$ cat config.mk
export PLATFORM = sky130hd
export DESIGN_NAME = fct_verdict
export DESIGN_NICKNAME = d
export VERILOG_FILES = /design/src/hw/rtl/assert_macros.svh /design/src/hw/rtl/fct_pkg.sv /design/src/hw/rtl/fct_verdict.sv
export SDC_FILE = /design/constraint.sdc
export NUM_CORES = 1
export LEC_CHECK = 0
export ABC_AREA = 1
export BUFFER_PORTS_ARGS = -buffer_cell sky130_fd_sc_hd__buf_2
export CAP_MARGIN = 20
export CORE_MARGIN = 2
export CORE_UTILIZATION = 30
export CTS_BUF_LIST = sky130_fd_sc_hd__clkbuf_8
export DETAILED_ROUTE_END_ITERATION = 12
export GPL_TIMING_DRIVEN = 0
export PLACE_DENSITY = 0.56
export SLEW_MARGIN = 20
export SYNTH_ARGS = -nofsm -noshare
export SYNTH_HDL_FRONTEND = slang
export SYNTH_SLANG_ARGS = --single-unit
$ cat constraint.sdc
create_clock -name clk -period 12.8 [get_ports clk]
set_input_delay 1.28 -clock clk [delete_from_list [all_inputs] [get_ports clk]]
set_output_delay 1.28 -clock clk [all_outputs]
set_load 0.02 [all_outputs]
$ cat src/hw/rtl/assert_macros.svh
// ----------------------------------------------------------------------------
// Assertion macros
// Concurrent checks clocked on clk and disabled during rst; empty in synthesis.
// ----------------------------------------------------------------------------
`ifndef ASSERT_MACROS_SVH
`define ASSERT_MACROS_SVH

`ifndef SYNTHESIS

// same-cycle implication
`define FCT_ASSERT_IMPL(name, ante, cons, msg) \
  name: assert property (@(posedge clk) disable iff (rst) (ante) |-> (cons)) \
    else $error(msg);

// next-cycle implication
`define FCT_ASSERT_NEXT(name, ante, cons, msg) \
  name: assert property (@(posedge clk) disable iff (rst) (ante) |=> (cons)) \
    else $error(msg);

`else

`define FCT_ASSERT_IMPL(name, ante, cons, msg)
`define FCT_ASSERT_NEXT(name, ante, cons, msg)

`endif

`endif

$ cat src/hw/rtl/fct_pkg.sv
// ----------------------------------------------------------------------------
// fct_pkg
// Types and fixed widths shared by the frustum cull tester.
// ----------------------------------------------------------------------------
package fct_pkg;

  // field widths
  localparam int COORD_W     = 32;
  localparam int NORMAL_W    = 16;
  localparam int RADIUS_W    = 31;
  localparam int SLOT_W      = 3;
  localparam int DEPTH_W     = 32;
  // normals are Q2.14, so products carry NORMAL_FRAC extra fraction bits
  localparam int NORMAL_FRAC = NORMAL_W - 2;
  // three products plus the shifted offset, with headroom
  localparam int DIST_W      = NORMAL_W + COORD_W + 2;
  localparam int SHIFT_W     = DIST_W - NORMAL_FRAC;

  typedef enum logic [1:0] {
    OP_LOAD   = 2'd0,
    OP_POINT  = 2'd1,
    OP_SPHERE = 2'd2,
    OP_BOX    = 2'd3
  } op_t;

  typedef logic signed [COORD_W-1:0]  coord_t;
  typedef logic signed [NORMAL_W-1:0] normal_t;
  typedef logic        [RADIUS_W-1:0] radius_t;
  typedef logic        [SLOT_W-1:0]   slot_t;
  typedef logic signed [DIST_W-1:0]   dist_t;
  typedef logic signed [DEPTH_W-1:0]  depth_t;

  localparam depth_t DEPTH_MAX = {1'b0, {(DEPTH_W-1){1'b1}}};
  localparam depth_t DEPTH_MIN = {1'b1, {(DEPTH_W-1){1'b0}}};

  // one request as held in the input register
  typedef struct packed {
    op_t     operation;
    slot_t   plane_slot;
    coord_t  first_x;
    coord_t  first_y;
    coord_t  first_z;
    coord_t  second_x;
    coord_t  second_y;
    coord_t  second_z;
    coord_t  plane_offset;
    radius_t sphere_radius;
  } req_t;

  // control carried alongside the registered distances
  typedef struct packed {
    logic    valid;
    op_t     operation;
    radius_t sphere_radius;
  } ctl_t;

endpackage

$ cat src/hw/rtl/fct_verdict.sv
// ----------------------------------------------------------------------------
// fct_verdict
// Per-query pass test over all plane distances, sphere depth with floor
// rounding and saturation, and the result register.
// ----------------------------------------------------------------------------
module fct_verdict #(
  parameter int PLANE_COUNT = 6
) (
  input  logic            clk,
  input  logic            rst,
  input  logic            advance,
  input  fct_pkg::ctl_t   s1_ctl,
  input  fct_pkg::dist_t  s1_dist [PLANE_COUNT],
  output logic            res_valid,
  output logic            passed,
  output fct_pkg::depth_t depth
);
  import fct_pkg::*;

  dist_t                    rs_ext;
  dist_t                    neg_rs;
  logic                     pass;
  dist_t                    depth_sum;
  logic [SHIFT_W-1:0]       depth_shift;
  logic [SHIFT_W-DEPTH_W:0] depth_hi;
  depth_t                   depth_sat;

  // every plane must pass; a load never does
  always_comb begin
    rs_ext = DIST_W'({s1_ctl.sphere_radius, {NORMAL_FRAC{1'b0}}});
    neg_rs = -rs_ext;
    pass   = 1'b1;
    for (int p = 0; p < PLANE_COUNT; p++) begin
      case (s1_ctl.operation)
        OP_POINT:  if (s1_dist[p] <= 0)      pass = 1'b0;
        OP_SPHERE: if (s1_dist[p] <= neg_rs) pass = 1'b0;
        OP_BOX:    if (s1_dist[p] < 0)       pass = 1'b0;
        default:   pass = 1'b0;
      endcase
    end
  end

  // last plane's distance plus radius, back to Q16.16 and clamped
  always_comb begin
    depth_sum   = s1_dist[PLANE_COUNT-1] + rs_ext;
    depth_shift = depth_sum[DIST_W-1:NORMAL_FRAC];
    depth_hi    = depth_shift[SHIFT_W-1:DEPTH_W-1];
    if ((&depth_hi) || !(|depth_hi)) begin
      depth_sat = depth_shift[DEPTH_W-1:0];
    end else if (depth_shift[SHIFT_W-1]) begin
      depth_sat = DEPTH_MIN;
    end else begin
      depth_sat = DEPTH_MAX;
    end
  end

  // result valid
  always_ff @(posedge clk) begin
    if (rst) begin
      res_valid <= 1'b0;
    end else if (advance) begin
      res_valid <= s1_ctl.valid;
    end
  end

  // result payload
  always_ff @(posedge clk) begin
    if (advance) begin
      passed <= pass;
      depth  <= (pass && (s1_ctl.operation == OP_SPHERE)) ? depth_sat : '0;
    end
  end

endmodule

==> results.yml <==
yosys:
  syn-num-nets: 2149
  netlist_area_um2: 10700
  ys.warnings.count: 0
  synth_edf_count: 33
  netlist_instances: 1575
  yosysSeqAreaShare: 0.0949
  ys.flop_type: "edfxtp_1"
  async_flop_share: 0
  yosys_register_bits: 34
  synth_cell_types: 60
  avgSynthCellArea_um2: 6.77
timing:
  finalSetupTns_ps: 0
  drv_slew: 0
  setup-violations-final: 0
  rsz0062_at_grt: "no"
  hold_viol: 0
  fmax_mhz: 132
  min_period_over_period: 0.592
  period_needed_ps: 7570
  tightest_slew_ps: 981
  finalClockSkew_ps: 0
  slew_headroom: 0.340
setup_path:
  endpoint_kind: "flop"
  cp_slowest_cell: "xor2_1"
  critPathArrivalTime_ps: 7720
  crit_path_max_fanout: 10
  worstSetupStartpointType: "input port"
  startpoint: "s1_ctl[0]"
  cp_slowest_stage_delay_ps: 730
  crit_path_frequent_cell: "nand4_1"
  cp.required_ps: 12950
  crit_type: "in2reg"
  reg2reg_slack_ps: 12210
  r2r-start: "res_valid"
clock_network:
  hold_buffers: 0
  root_buffer: "clkbuf_8"
  numCtsBuffers: 5
  cts_tree: "yes"
  clk_latency_ps: 290
  postCtsSetupRepairBufs: 0
  ctsResizeCount: 0
  clk_pin_slew_ps: 70
  clockBufferDepth: 2
  h-tree-depth: 2
  clock_sinks: 34
route:
  ant_nets: 0
  drc: 0
  vias_per_cell: 5.34
  vias: 12960
  wl_per_cell_um: 20.0
  drt_first_iter_violations: 527
  wirelength_um: 48600
  firstDrtPassIters: 5
layout:
  drive_gt1_frac: 0.239
  fin_nets: 2527
  nFillCells: 3897
  finalNonFillerCells: 2425
  syn_to_final_growth_pct: 24.1
grt:
  track_usage: 0.255
  antenna_found_initial: 15
  grt_first_pass_wirelength_um: 71000
  grt_max_degree: 35
  grt_overflow: 0
  grt_pass1_vias: 12922
floorplanning:
  die_width_um: 192
  coreArea_um2: 35300
  io_pins: 371
  rows: 69
  initial_core_util: 0.302
  die_h_um: 192
  die-area_um2: 37000
pwr:
  irDropWorstVdd_mv: 0.0593
  p_leak_nw: 6.50
  power_density_nw_per_um2: 46.6
status:
  status: "finished clean"
worst_hold_path:
  holdCritStartpoint: "res_valid"
  hold_path_class: "reg2reg"
place:
  hpwl_um: 44500
  io_buffers: 369
  gp_congestion: 0.979
  dp.cells: 2407
run:
  cap_violations: 0
==> metrics by stage <==
stage / setup slack, ps / util / power [W] / cell area [um^2] / hold slack [ps]
after floorplan: 6910 / - / 0.000371 / 10700 / 579
after global placement: 5120 / 0.370 / 0.000531 / 13100 / 471
after detailed placement: 5050 / 0.371 / 0.000538 / 13100 / 518
after CTS: 5340 / 0.374 / 0.000618 / 13200 / 535
after global routing: 4570 / 0.374 / 0.000674 / 13200 / 576
final: 5230 / 0.375 / 0.000617 / 13200 / 515
==> sequential cells by signal, indices dropped and copies added, names as in the netlist <==
register and count:
depth 32, passed 1, res_valid 1
==> cell usage after synthesis (4+ instances only) <==
library cell | instances | area share
nand2_1 | 272 | 0.096
ha_1 | 236 | 0.28
nor2_1 | 166 | 0.058
inv_1 | 155 | 0.055
a21oi_1 | 151 | 0.071
nor4_1 | 91 | 0.053
nand3_1 | 66 | 0.031
nand4_1 | 62 | 0.036
o21ai_0 | 50 | 0.023
nor3_1 | 47 | 0.022
xor2_1 | 41 | 0.034
nor2_2 | 35 | 0.021
edfxtp_1 | 33 | 0.093
xnor2_1 | 18 | 0.015
or2_2 | 15 | 0.0088
or4_1 | 12 | 0.0085
o21a_1 | 9 | 0.0063
nand3b_1 | 8 | 0.0056
o211ai_1 | 8 | 0.0056
a211oi_1 | 7 | 0.0049
a221oi_1 | 6 | 0.0049
buf_2 | 5 | 0.0023
clkbuf_1 | 5 | 0.0018
a31oi_1 | 4 | 0.0023
and3_1 | 4 | 0.0023
nand2_2 | 4 | 0.0023
nand3_2 | 4 | 0.0038
==> routing by layer <==
layer	wire length, um	vias to the layer above	share of wire	GRT usage
met2	24600	465	0.51	0.490
met1	19300	5932	0.40	0.288
met3	2970	86	0.061	0.0306
met5	109	-	0.0022	0
met4	1560	16	0.032	0.0878
li1	-	6461	-	-
==> path summary, 6_finish.rpt <==
check / cells past startpoint / to
worst min-delay path: 2 / res_valid
worst max-delay path: 36 / depth[21]
worst max register to register: 2 / res_valid
worst min register to register: 2 / res_valid
==> critical path, delay by kind of cell <==
| kind | cells | cell delay, ps |
|---|---|---|
| AO/OA/AOI/OAI | 3 | 600 |
| XOR/XNOR | 1 | 730 |
| adder cells (fa/ha/maj) | 2 | 600 |
| buffers and inverters | 7 | 1070 |
| AND/OR/NAND/NOR | 23 | 3450 |
==> cell usage in the layout (no fill, tap or decap), types with 4 or more instances in the layout <==
master	instances
buf_2	376
nand2_1	272
ha_1	236
nor2_1	166
inv_1	155
a21oi_1	151
nor4_1	87
nand3_1	66
nand4_1	62
o21ai_0	48
nor3_1	47
xor2_1	41
nor2_2	35
edfxtp_1	33
xnor2_1	18
or2_2	15
or4_1	12
diode_2	10
o21a_1	9
nand3b_1	8
o211ai_1	8
a211oi_1	7
a221oi_1	6
clkbuf_1	5
clkbuf_8	5
o21ai_1	4
nand2_2	4
nor4_2	4
nand3_2	4
and3_1	4
a31oi_1	4
==> cell type report <==
class                      count  area [um^2]  area share
antenna                       10         25.0     0.00189
buffer                        13         77.6     0.00586
clock buffer                   5         68.8     0.00520
clock inverter                 3         20.0     0.00151
inverter                     158          593      0.0448
multi-input combinational   1370         9000       0.680
sequential                    34         1010      0.0764
tap                          461          577      0.0436
timing repair buffer         371         1860       0.140
==> report_power, final <==
group / switching (W) / total, W / internal, W
Combinational: 0.000256 / 0.000409 / 0.000152
Sequential: 0.00000146 / 0.000130 / 0.000128
Clock: 0.0000398 / 0.0000780 / 0.0000382
Total: 0.000298 / 0.000617 / 0.000319
==> cells by family after synthesis <==
logic type               Yosys count  share of synthesized area
AO/OA/AOI/OAI                    269                      0.146
multiplexers                       1                   0.000939
AND/OR/NAND/NOR                  804                      0.368
adder cells (fa/ha/maj)          237                      0.279
flip-flops                        34                     0.0949
XOR/XNOR                          59                     0.0485
buffers and inverters            171                     0.0629
Power figures use the tool's default switching activity.
