### config.mk
export PLATFORM = sky130hd
export DESIGN_NAME = fct_plane_bank
export DESIGN_NICKNAME = d
export VERILOG_FILES = /design/src/hw/rtl/assert_macros.svh /design/src/hw/rtl/fct_pkg.sv /design/src/hw/rtl/fct_plane_bank.sv
export SDC_FILE = /design/constraint.sdc
export NUM_CORES = 1
export LEC_CHECK = 0
export ABC_AREA = 1
export BUFFER_PORTS_ARGS = -buffer_cell sky130_fd_sc_hd__buf_4
export CAP_MARGIN = 20
export CORE_AREA = 2 2 220 222
export CTS_CLUSTER_SIZE = 16
export DETAILED_ROUTE_END_ITERATION = 6
export DIE_AREA = 0 0 222 224
export PLACE_DENSITY = 0.64
export REMOVE_ABC_BUFFERS = 1
export SYNTH_ARGS = -nofsm -noshare
export SYNTH_HDL_FRONTEND = slang
export SYNTH_SLANG_ARGS = --single-unit
### constraint.sdc
create_clock -name clk -period 1.8 [get_ports clk]
set_input_delay 0 -clock clk [delete_from_list [all_inputs] [get_ports clk]]
set_output_delay 0 -clock clk [all_outputs]
set_load 0.02 [all_outputs]
### src/hw/rtl/assert_macros.svh
// ----------------------------------------------------------------------------
// Assertion macros
// Concurrent checks clocked on clk and disabled during rst; empty in synthesis.
// ----------------------------------------------------------------------------
`ifndef ASSERT_MACROS_SVH
`define ASSERT_MACROS_SVH

`ifndef SYNTHESIS

// same-cycle implication
`define FCT_ASSERT_IMPL(name, ante, cons, msg) \
  name: assert property (@(posedge clk) disable iff (rst) (ante) |-> (cons)) \
    else $error(msg);

// next-cycle implication
`define FCT_ASSERT_NEXT(name, ante, cons, msg) \
  name: assert property (@(posedge clk) disable iff (rst) (ante) |=> (cons)) \
    else $error(msg);

`else

`define FCT_ASSERT_IMPL(name, ante, cons, msg)
`define FCT_ASSERT_NEXT(name, ante, cons, msg)

`endif

`endif

### src/hw/rtl/fct_pkg.sv
// ----------------------------------------------------------------------------
// fct_pkg
// Types and fixed widths shared by the frustum cull tester.
// ----------------------------------------------------------------------------
package fct_pkg;

  // field widths
  localparam int COORD_W     = 32;
  localparam int NORMAL_W    = 16;
  localparam int RADIUS_W    = 31;
  localparam int SLOT_W      = 3;
  localparam int DEPTH_W     = 32;
  // normals are Q2.14, so products carry NORMAL_FRAC extra fraction bits
  localparam int NORMAL_FRAC = NORMAL_W - 2;
  // three products plus the shifted offset, with headroom
  localparam int DIST_W      = NORMAL_W + COORD_W + 2;
  localparam int SHIFT_W     = DIST_W - NORMAL_FRAC;

  typedef enum logic [1:0] {
    OP_LOAD   = 2'd0,
    OP_POINT  = 2'd1,
    OP_SPHERE = 2'd2,
    OP_BOX    = 2'd3
  } op_t;

  typedef logic signed [COORD_W-1:0]  coord_t;
  typedef logic signed [NORMAL_W-1:0] normal_t;
  typedef logic        [RADIUS_W-1:0] radius_t;
  typedef logic        [SLOT_W-1:0]   slot_t;
  typedef logic signed [DIST_W-1:0]   dist_t;
  typedef logic signed [DEPTH_W-1:0]  depth_t;

  localparam depth_t DEPTH_MAX = {1'b0, {(DEPTH_W-1){1'b1}}};
  localparam depth_t DEPTH_MIN = {1'b1, {(DEPTH_W-1){1'b0}}};

  // one request as held in the input register
  typedef struct packed {
    op_t     operation;
    slot_t   plane_slot;
    coord_t  first_x;
    coord_t  first_y;
    coord_t  first_z;
    coord_t  second_x;
    coord_t  second_y;
    coord_t  second_z;
    coord_t  plane_offset;
    radius_t sphere_radius;
  } req_t;

  // control carried alongside the registered distances
  typedef struct packed {
    logic    valid;
    op_t     operation;
    radius_t sphere_radius;
  } ctl_t;

endpackage

### src/hw/rtl/fct_plane_bank.sv
// ----------------------------------------------------------------------------
// fct_plane_bank
// Plane register file: one normal and offset per slot, written by load
// requests, all planes visible in parallel to the distance stage.
// ----------------------------------------------------------------------------
module fct_plane_bank #(
  parameter int PLANE_COUNT = 6
) (
  input  logic            clk,
  input  logic            rst,
  input  logic            we,
  input  fct_pkg::slot_t  wr_slot,
  input  fct_pkg::normal_t wr_nx,
  input  fct_pkg::normal_t wr_ny,
  input  fct_pkg::normal_t wr_nz,
  input  fct_pkg::coord_t wr_offset,
  output fct_pkg::normal_t normal_x [PLANE_COUNT],
  output fct_pkg::normal_t normal_y [PLANE_COUNT],
  output fct_pkg::normal_t normal_z [PLANE_COUNT],
  output fct_pkg::coord_t offset [PLANE_COUNT]
);
  import fct_pkg::*;

  // slot decode; a slot past the last plane matches nothing
  always_ff @(posedge clk) begin
    for (int p = 0; p < PLANE_COUNT; p++) begin
      if (rst) begin
        normal_x[p] <= '0;
        normal_y[p] <= '0;
        normal_z[p] <= '0;
        offset[p]   <= '0;
      end else if (we && (wr_slot == SLOT_W'(p))) begin
        normal_x[p] <= wr_nx;
        normal_y[p] <= wr_ny;
        normal_z[p] <= wr_nz;
        offset[p]   <= wr_offset;
      end
    end
  end

endmodule

==> impl_metrics.toml, run 1 <==
[layout]
layout_common_cells = "960 x nor2_1, 587 x buf_4, 486 x nand2_1"
fillers = 4521
final_util_pct = 55.3
antenna_cells = 0
final_common_cell = "nor2_1"
register_area_mm2 = 0.00961
syn_to_final_growth_pct = 39.4
final_layout_size_suffix_gt1_share_pct = 21.6
final_cell_area_mm2 = 0.0262
fin_nets = 3342
multi_input_area_mm2 = 0.00794

[critical_path]
cpPeakStageDelay_ps = 570
worst-path-buf-inv = 4
start_kind = "primary input"
ff2ff_setup_slack_ps = 1160
worstPathMaxFanout = 31
slowest_stage = "dlygate4sd3_1"
crit_type = "primary input to register"
crit_path_end_kind = "register"
path_delay_family = "buffers and inverters"
path_cells = "dlygate4sd3_1 -> buf_4 -> inv_1 -> nand2_1 -> nor2_4 -> buf_4 -> nor2_1 -> nor2_1"
required_ps = 2320
critPathArrivalTime_ps = 1850

[clocking]
cts_resized = 0
clock-sinks = 480
cts_buffers = 50
cts_setup_buffers = 0
cts_hold_buf = 83
cts_tree = "done"
cts.htree.levels = 2
clockBufferDepth = 3
clock_latency_ps = 580
root_buffer = "clkbuf_16"
clk_pin_slew_ps = 60

[placed_design]
io_buffers = 565
gp_congestion = 0.850
hpwl_um = 44300
dpl_cell_area_mm2 = 0.0237
dp_slack_ps = 474

[floorplan]
ios = 566
core_area_mm2 = 0.0473
row_count = 80
die_h_um = 224
die_w_um = 222
dieArea_mm2 = 0.0497
start_util_pct = 39.7

[sta]
skew_ps = 0
tightest_slew_ps = 503
timing.final.crit_period_ps = 1320
hold_viol = 0
relSlewSlack_pct = 66.5
finalWorstSetupSlack_ps = 478
finalCritPeriodShare_pct = 73.4
max_freq_mhz = 756
slew_violations = 0
rsz0062_at_grt = "no"
setup_viol = 0

[grt]
grt_overflow = 0
grt_max_degree = 88
grt_pass1_vias = 17500
antenna_found_initial = 0
grt_usage_pct = 25.7
grt_pass1_wl_um = 102000

[drt]
ant_nets = 0
initialDrtViolationCount = 1453
vias_per_cell = 4.95
wl_per_cell_um = 17.2
num_vias = 19300
drt-total-wl_um = 67300
drc_errors = 0
first_pass_iters = 6

[synth]
yosys_warnings = 0
synth_cells = 2706
synth.avg_cell_area_um2 = 6.94
syn_area_mm2 = 0.0188
synth-seq-cells = 480
synth_cell_types = 11
ys_seq_area_share_pct = 51.2

[pwr]
ir_drop_uv = 673
p_per_area_mw_per_mm2 = 959
p_leak_uw = 0.0122

[flow_run]
cap_violations = 0

[run_status]
outcome = "finished clean"

[min_path]
hold_class = "primary input to register"
## power by group
| group | internal (uW) | leakage, uW | total [uW] | switching, uW |
|---|---|---|---|---|
| clock | 6230 | 0.000827 | 10600 | 4340 |
| combinational | 1250 | 0.00747 | 3300 | 2050 |
| sequential | 11000 | 0.00390 | 11200 | 226 |
| total | 18500 | 0.0122 | 25100 | 6620 |
## synth_stat cells
library cell | n | area, um^2
nor2_1 | 961 | 3610
nand2_1 | 486 | 1820
dfxtp_1 | 480 | 9610
nand3_1 | 480 | 2400
buf_2 | 128 | 641
inv_1 | 84 | 315
buf_1 | 46 | 173
clkbuf_1 | 20 | 75.1
buf_4 | 9 | 67.6
nor2_2 | 9 | 56.3
inv_2 | 3 | 11.3
## metrics by stage
stage | TNS (ps) | hold slack [ps] | std cells | total power [uW]
after floorplan | -3465950 | 282 | 2503 | 13500
after global placement | 0 | 398 | 3736 | 14600
after detailed placement | 0 | 403 | 3736 | 14600
after CTS | 0 | 4.59 | 3909 | 25300
after global routing | 0 | 42.5 | 3909 | 26000
final | 0 | 39.5 | 3909 | 25100
## final cells by class
cell class	instances	share of cell area, %
clock buffers	74	5.62
clock inverters	16	0.731
inverters	87	1.29
multi-input cells	1936	30.3
flip-flops and latches	480	36.7
well taps	615	2.94
repair buffers	701	22.4
## state kept, by name, indices dropped and copies added (netlist names)
signal / count
normal_x: 96
offset: 192
normal_z: 96
normal_y: 96
## path summary, 6_finish.rpt
check,from,endpoint,cells past startpoint
worst max-delay path,wr_slot[1],normal_z[15],8
worst min-delay path,we,normal_x[44],7
worst max register to register,normal_z[52],normal_z[52],2
worst min register to register,normal_x[44],normal_x[44],2
## layer usage
layer / up-vias / global-route usage [%] / routed length [um]
met3: 132 / 6.82 / 5740
met4: 0 / 10.8 / 2590
met2: 812 / 42.0 / 31600
met5: - / 0 / 0
met1: 8911 / 32.0 / 27400
li1: 9490 / - / -
## cells by family (layout without fill, tap and decap cells)
| group | Yosys count | in the layout | synth area share, % |
|---|---|---|---|
| buffers and inverters | 290 | 878 | 6.83 |
| DFF | 480 | 480 | 51.2 |
| and+or+nand+nor | 1936 | 1936 | 42.0 |
## tightest hold or removal path, delay by kind of cell
kind	cells	cell delay [ps]
and+or+nand+nor	4	230
buffers and inverters	3	350
Power figures use the tool's default switching activity.
==> run 2: changes to the inputs <==
ABC_AREA = 0   (was 1)
CORE_AREA = 2 2 219 221   (was 2 2 220 222)
DIE_AREA = 0 0 221 223   (was 0 0 222 224)
PLACE_DENSITY = 0.67   (was 0.64)
clock period = 1.2 ns   (was 1.8 ns; I/O delays follow)
==> impl_metrics.toml, run 2 <==
[min_path]
worstHoldStart = "we"
hold_class = "primary input to register"
hold_depth = 4
holdPathEnd = "offset[86]"

[critical_path]
path_cells = "buf_4 -> dlygate4sd3_1 -> or4b_1 -> buf_4 -> mux2i_1"
required_ps = 1650
crit_path_end_kind = "register"
start_kind = "primary input"
crit_path_frequent_cell = "buf_4"
crit_type = "primary input to register"
worstPathMaxFanout = 9
r2r_start = "offset[72]"
regToRegEndpoint = "offset[72]"
critPathArrivalTime_ps = 1600
worst-path-buf-inv = 3
cpPeakStageDelay_ps = 560
path_delay_family = "buffers and inverters"
slowest_stage = "dlygate4sd3_1"
reg2regPathDepth = 2
ff2ff_setup_slack_ps = 540

[pwr]
p_per_area_mw_per_mm2 = 1350
ir_drop_uv = 1280
p_leak_uw = 0.0133
finalPower_uw = 35600

[placed_design]
gp_congestion = 0.816
dp_slack_ps = -119
io_buffers = 565
hpwl_um = 38700

[floorplan]
core_area_mm2 = 0.0471
dieArea_mm2 = 0.0493
die_h_um = 223
ios = 566
start_util_pct = 39.3
row_count = 80
die_w_um = 221

[synth]
yosys.area.top_type = "dfxtp_1"
syn_area_mm2 = 0.0185
synthXorXnorAreaFrac_pct = 0
synth_cell_types = 12
synthArstFlopShare_pct = 0
synthFlopType = "dfxtp_1"
synth_top_family_by_area = "multiplexers"
synth_cells = 1645
synth_area_leaders = "dfxtp_1 52%, mux2i_1 26%, nand2b_1 19%"
synth-seq-cells = 480
synth.avg_cell_area_um2 = 11.3
yosys.area_share.simple_pct = 19.3
synthTopCellsByCount = "560 x nand2b_1, 480 x dfxtp_1, 480 x mux2i_1"
ys_seq_area_share_pct = 51.8
synth_mux_area_share_pct = 25.9
synth.most_common_cell = "nand2b_1"
synthAdderAreaFrac_pct = 0
synth_top_area_share_pct = 51.8
synth_edf_count = 0
yosys_warnings = 0
synth_compound_area_share_pct = 0

[sta]
slew_violations = 0
skew_ps = 0
setup_viol = 0
finalWorstSetupSlack_ps = 50.2
rsz0062_at_grt = "no"
finalCritPeriodShare_pct = 95.8
max_freq_mhz = 870
relSlewSlack_pct = 52.6
timing.final.crit_period_ps = 1150
tightest_slew_ps = 710
hold_viol = 0

[grt]
antenna_found_initial = 0
grt_use_met3_pct = 6.27
met1_usage_pct = 25.8
grt_usage_pct = 21.6
grt_overflow = 0
gr-usage-met2_pct = 37.1
grt_pass1_wl_um = 84000
grt_max_degree = 71
grt_pass1_vias = 14100
grt_busiest_layer = "met2"

[layout]
top_register = "offset"
fin_nets = 2381
register_area_mm2 = 0.00961
fillers = 4081
syn_to_final_growth_pct = 42.3
layout_common_cells = "607 x buf_4, 557 x nand2b_1, 480 x mux2i_1"
multi_input_area_mm2 = 0.00845
final_layout_size_suffix_gt1_share_pct = 30.7
largest_reg_flops = 192
final_common_cell = "buf_4"

[drt]
initialDrtViolationCount = 579
drt-total-wl_um = 55400
first_pass_iters = 4
num_vias = 14000
ant_nets = 0
drc_errors = 0
wl_per_cell_um = 18.8
vias_per_cell = 4.74

[clocking]
cts_buffers = 51
cts.htree.levels = 2
clock-sinks = 480
cts_setup_buffers = 0
clk_pin_slew_ps = 60
cts_tree = "done"
root_buffer = "clkbuf_16"
clock_latency_ps = 580
clockBufferDepth = 3

[run_status]
outcome = "finished clean"

[flow_run]
cap_violations = 0
-- run 2: changes by cell type after synthesis, moves of 6 or more --
cell and delta:
nand3_1 -480, mux2i_1 +480, inv_1 -84, nand2b_1 +560, buf_4 -6, nor2_2 -9
buf_2 -85, nor2_1 -961, buf_1 -46, nand2_1 -486, clkbuf_1 +47
-- run 2: logic make-up (layout without fill, tap and decap cells) --
kind of cell / after synthesis / after routing
simple gates: 568 / 568
mux: 480 / 480
flops: 480 / 480
other cells: 0 / 1
buf+inv: 117 / 806
-- run 2: worst reg2reg max path, delay by kind of cell, from the launching register on --
family | cells | cell delay, ps
flip-flops | 1 | 400
multiplexers | 1 | 120
AND/OR/NAND/NOR | 1 | 80
-- run 2: routing by layer --
metal	wire length, um	vias to the layer above	part of all wire [%]
li1	-	6736	-
met1	23200	6749	42
met2	26800	409	48
met3	3750	89	6.8
met4	1640	0	3.0
met5	0	-	0
-- run 2: how the worst max path moves through the flow --
| stage | from | end | cells after the start | slack, ps |
|---|---|---|---|---|
| after floorplan | wr_slot[2] | normal_x[80] | 2 | -9760 |
| after global placement | wr_slot[1] | offset[160] | 5 | -100 |
| after detailed placement | wr_slot[1] | offset[163] | 5 | -120 |
| after CTS | normal_y[89] | normal_y[89] | 1 | 20 |
| after global routing | rst | normal_z[49] | 5 | 10 |
| final | wr_slot[1] | normal_x[88] | 5 | 50 |
-- run 2: cell type report --
type | count | area share, %
Timing Repair Buffer | 714 | 22.1
Clock buffer | 83 | 6.10
Clock inverter | 9 | 0.389
Tap cell | 615 | 2.92
Sequential cell | 480 | 36.4
Antenna cell | 1 | 0.00949
Multi-Input combinational cell | 1048 | 32.0
-- run 2: repair_timing --
action,CTS,global route
hold buffers,85,0
gates resized for setup,1,4
endpoints found under the setup margin,1,6
endpoints found under the hold margin,480,0
pin swaps,0,0
-- run 2: stage by stage --
stage | cells | hold WS, ps | cell area, um^2 | TNS, ps | utilization (%)
after floorplan | 1528 | 180 | 18000 | -1815770 | -
after global placement | 2772 | 392 | 23800 | -6970 | 50.5
after detailed placement | 2772 | 391 | 23800 | -6470 | 50.5
after CTS | 2949 | 53.2 | 26400 | 0 | 55.9
after global routing | 2949 | 79.7 | 26400 | 0 | 56.0
final | 2950 | 76.9 | 26400 | 0 | 56.0
-- run 2: power by group --
part / internal [uW] / switching (uW) / leakage [uW] / total (uW)
logic: 1580 / 1660 / 0.00860 / 3240
registers: 16300 / 200 / 0.00388 / 16500
clock network: 9540 / 6340 / 0.000847 / 15900
total: 27400 / 8210 / 0.0133 / 35600
